--- src/design/slstd_ram.sv ---
// Generic simple dual-port RAM: one write port, one read port, registered read.
// No dependencies.
module slstd_ram #(
    parameter int WIDTH = 32,
    parameter int DEPTH = 64
) (
    input  logic                                  clk,
    input  logic                                  we,
    input  logic [(DEPTH > 1 ? $clog2(DEPTH) : 1)-1:0] waddr,
    input  logic [WIDTH-1:0]                      wdata,
    input  logic [(DEPTH > 1 ? $clog2(DEPTH) : 1)-1:0] raddr,
    output logic [WIDTH-1:0]                      rdata
);
    logic [WIDTH-1:0] mem [DEPTH];

    always_ff @(posedge clk)
    begin
        if (we)
        begin
            mem[waddr] <= wdata;
        end
        rdata <= mem[raddr];
    end
endmodule

--- config.mk ---
export PLATFORM = sky130hd
export DESIGN_NAME = slstd_ram
export DESIGN_NICKNAME = d
export VERILOG_FILES = /design/src/design/slstd_ram.sv
export SDC_FILE = /design/constraint.sdc
export NUM_CORES = 2
export LEC_CHECK = 0
export BUFFER_PORTS_ARGS = -buffer_cell sky130_fd_sc_hd__buf_2
export CELL_PAD_IN_SITES_DETAIL_PLACEMENT = 1
export CELL_PAD_IN_SITES_GLOBAL_PLACEMENT = 2
export CORE_MARGIN = 3
export CORE_UTILIZATION = 40
export CTS_BUF_LIST = sky130_fd_sc_hd__clkbuf_8
export CTS_CLUSTER_DIAMETER = 150
export DETAILED_ROUTE_END_ITERATION = 8
export GPL_TIMING_DRIVEN = 0
export PLACE_DENSITY = 0.62
export SYNTH_ARGS = -nofsm -noshare
export SYNTH_HDL_FRONTEND = slang
export SYNTH_SLANG_ARGS = --single-unit
--- constraint.sdc ---
create_clock -name clk -period 4.5 [get_ports clk]
set_clock_uncertainty 0.1 [all_clocks]
set_input_delay 0.225 -clock clk [delete_from_list [all_inputs] [get_ports clk]]
set_output_delay 0.225 -clock clk [all_outputs]
set_load 0.05 [all_outputs]
==> After elaboration in Yosys (flattened, before gate mapping) <==
Memories as Yosys holds them, arrays and structs flattened. A register that Yosys moved wholly into a read port is not among the register bits.
Cells that the tools add are included.
{ "classes": {"muxes": 2} }
{ "op_table": {"columns": ["operator", "n"], "rows": [
  ["two-way mux 1 bit", 2]
]} }
{ "totals": {"reg_bits": 0, "ramBits": 2048, "input_bits": 46, "out_inout_bits": 32, "wordCells": 3, "n_memories": 1} }
{ "memory_table": {"columns": ["name", "words", "word_bits", "rd", "rd_clocked_by_memory_dff", "write_ports", "line", "text"], "rows": [
  ["mem", 64, 32, 1, 1, 1, "14", "logic [WIDTH-1:0] mem [DEPTH];"]
]} }

==> Depth between registers and ports, before layout <==
{ "logic_depth": {"depth_word": 2, "mapped_depth": 10, "mapped_depth_nobuf": 5} }

==> Worst setup path before layout <==
OpenSTA, ideal clock, no wires.
{ "synth_timing": {"path_type": "input to register", "from": "in waddr[3] (netlist bit)", "to": "mem mem[48][0] (enable)", "setup_time_ps": 461, "t_arrival_ps": 2924, "required_ps": 3939, "slack_ps": 1015, "cell_stages": 4, "path_buffers": 1, "cell_sequence": "clkbuf_1 nor2b_1 nand4b_1 nor3_1"} }
{ "synth_rtl": {"columns": ["element", "line", "text"], "rows": [
  ["start, declared", "9", "input logic [(DEPTH > 1 ? $clog2(DEPTH) : 1)-1:0] waddr,"],
  ["end, declared", "14", null]
]} }
Straight into the memory's write port.

==> flow_summary.ini <==
[pwr]
power.total_w = 0.0398
p_leak_nw = 28.8
ir_drop_mv = 0.292
powerDensity_mw_per_mm2 = 436

[cts]
cts-resized-gates = 0
clk_latency_ns = 1.06
cts_max_path_buffers = 4
cts_tree = done
path_clk_slew_ns = 0.06
cts.sinks = 2080
post_cts_buffers = 0
h-tree-depth = 5
root_buffer = clkbuf_8
ctsHoldBuffers = 35
cts_made_buffers = 358

[routing]
vias = 39900
first_pass_iters = 6
drt_iter0_drc = 5559
drt-wirelength-per-cell_um = 38.4
ant_nets = 0
drc = 0
vias_per_cell = 5.90
wl_mm = 259

[timing]
max_slew_margin_pct = -0.706
slew_violations = 11
finalCritPeriodShare_pct = 95.1
setup_viol_count_final = 0
tns_ns = 0
min_period_ns = 4.28
hold_violations = 0
fmax_ghz = 0.234
worst_pin_slew_ns = 1.51
rsz0062_at_grt = no

[final_layout]
layout.nets = 3928
final_cells = 6759
multiInputGateArea_sq_mm = 0.0160
drive_above_1_share_pct = 31.0
mostFrequentLayoutCell = edfxtp_1
n_fill_cell = 17500
syn2layout_area_growth_pct = 16.3
seqCellArea_sq_mm = 0.0621
most-common-layout-cells = edfxtp_1, mux4_2, clkbuf_8
final_util_pct = 47.1

[global_route]
gr-total-overflow = 0
grt_pass1_wl_mm = 352
grt_use_total_pct = 25.6
grt_max_degree = 65
antenna_found_initial = 26
grt_pass1_vias = 41100

[synthesis]
avgSynthCellArea_sq_um = 23.6
ys_seq_elements = 2080
syn_area_sq_mm = 0.0785
synth-main-ff-cell = edfxtp_1
synth_cell_types = 34
yosysSeqAreaShare_pct = 79.1
async_flop_share_pct = 0
synth.yosys.warnings = 0
synth_cells = 3324
synth_fp_nets = 3370
synth-edff-count = 2048

[floorplan]
start_util_pct = 40.5
die_w_um = 449
row_count = 161
die_area_sq_mm = 0.202
die_y_um = 449
core_sq_mm = 0.194
num_io_pins = 78

[setup_path]
worstPathCellList = buf_2, buf_2, buf_2, buf_1, mux4_2, mux2i_1, a21oi_1, a21oi_1, nor2_1
path_buf_inv = 4
cp_slowest_cell = a21oi_1
crit_family = buffers and inverters
crit_path_frequent_cell = buf_2
cp_max_fo = 10
max_stage_delay_ns = 0.99
endpoint_kind = flop
critPathKind = in -> reg
cp_data_arrival_time_ns = 5.04
start_kind = primary input
required_ns = 5.26

[flow_run]
max-cap-violations = 2

[status]
violations = max-capacitance violations, max-slew violations
status = finished with violations

[place]
gp_congestion = 0.799
dp_cells = 6091
place.port_buffers = 69
dpl.hpwl_mm = 166

[worst_hold_path]
hold_class = in -> reg
[power breakdown]
group | switching (W) | total (W) | internal [W]
Clock | 0.00766 | 0.0158 | 0.00815
Sequential | 0.0000375 | 0.0215 | 0.0215
Combinational | 0.00174 | 0.00250 | 0.000758
[cell usage after synthesis (12+ instances only)]
library cell	n	area share (%)
o221ai_1	27	0.30
clkbuf_1	74	0.35
edfxtp_1	2048	78
nand2_1	26	0.12
dfxtp_1	32	0.82
nor2_1	137	0.65
a21oi_1	62	0.40
buf_1	21	0.10
mux4_2	544	16
buf_4	25	0.24
nor2b_1	15	0.12
mux2i_1	93	1.2
o22ai_1	84	0.67
buf_2	57	0.36
a22oi_1	12	0.11
[layer usage]
layer / GRT usage, % / up-vias / wire length [um]
met2: 40.5 / 1965 / 123000
met3: 5.17 / 453 / 20800
met1: 35.6 / 22000 / 106000
li1: - / 15500 / -
met4: 8.86 / 6 / 9510
met5: 0 / - / 46
[final cells by class]
type,count,area share [%]
clock inverter,230,1.19
multi-input combinational,1062,17.5
timing repair buffer,198,2.86
clock buffer,384,5.79
sequential,2080,68.1
antenna,15,0.0411
buffer,182,0.973
tap,2608,3.58
[path summary, 6_finish.rpt]
check / start / end / slack (ns) / depth (start not counted)
worst max-delay path: raddr[1] / rdata[13] / 0.22 / 9
worst min-delay path: wdata[25] / mem[43][25] / 0.12 / 2
worst max register to register: mem[46][13] / rdata[13] / 1.22 / 5
worst min register to register: mem[12][8] / rdata[8] / 0.89 / 4
[flip-flops by register name, summed over array words and instances, names as in the netlist]
signal  cells
mem      2048
rdata      32
[stage by stage]
step | setup WS (ns) | hold WS, ns | cell area, sq um
after global routing | 0.382 | 0.0589 | 91300
after CTS | 0.471 | 0.00299 | 91200
final | 0.222 | 0.121 | 91300
after global placement | -3.20 | 0.596 | 82100
after floorplan | 1.02 | 0.224 | 78500
after detailed placement | -0.651 | 0.595 | 84400
[cell families (layout without fill, tap and decap cells)]
kind of cell | after synthesis | in the layout | share of synthesized area (%)
DFF | 2080 | 2080 | 79.1
AOI/OAI and AO/OA | 202 | 202 | 1.67
and+or+nand+nor | 223 | 223 | 1.27
other | 0 | 15 | 0
buffers and inverters | 182 | 994 | 1.13
muxes | 637 | 637 | 16.8
Power figures use the tool's default switching activity.
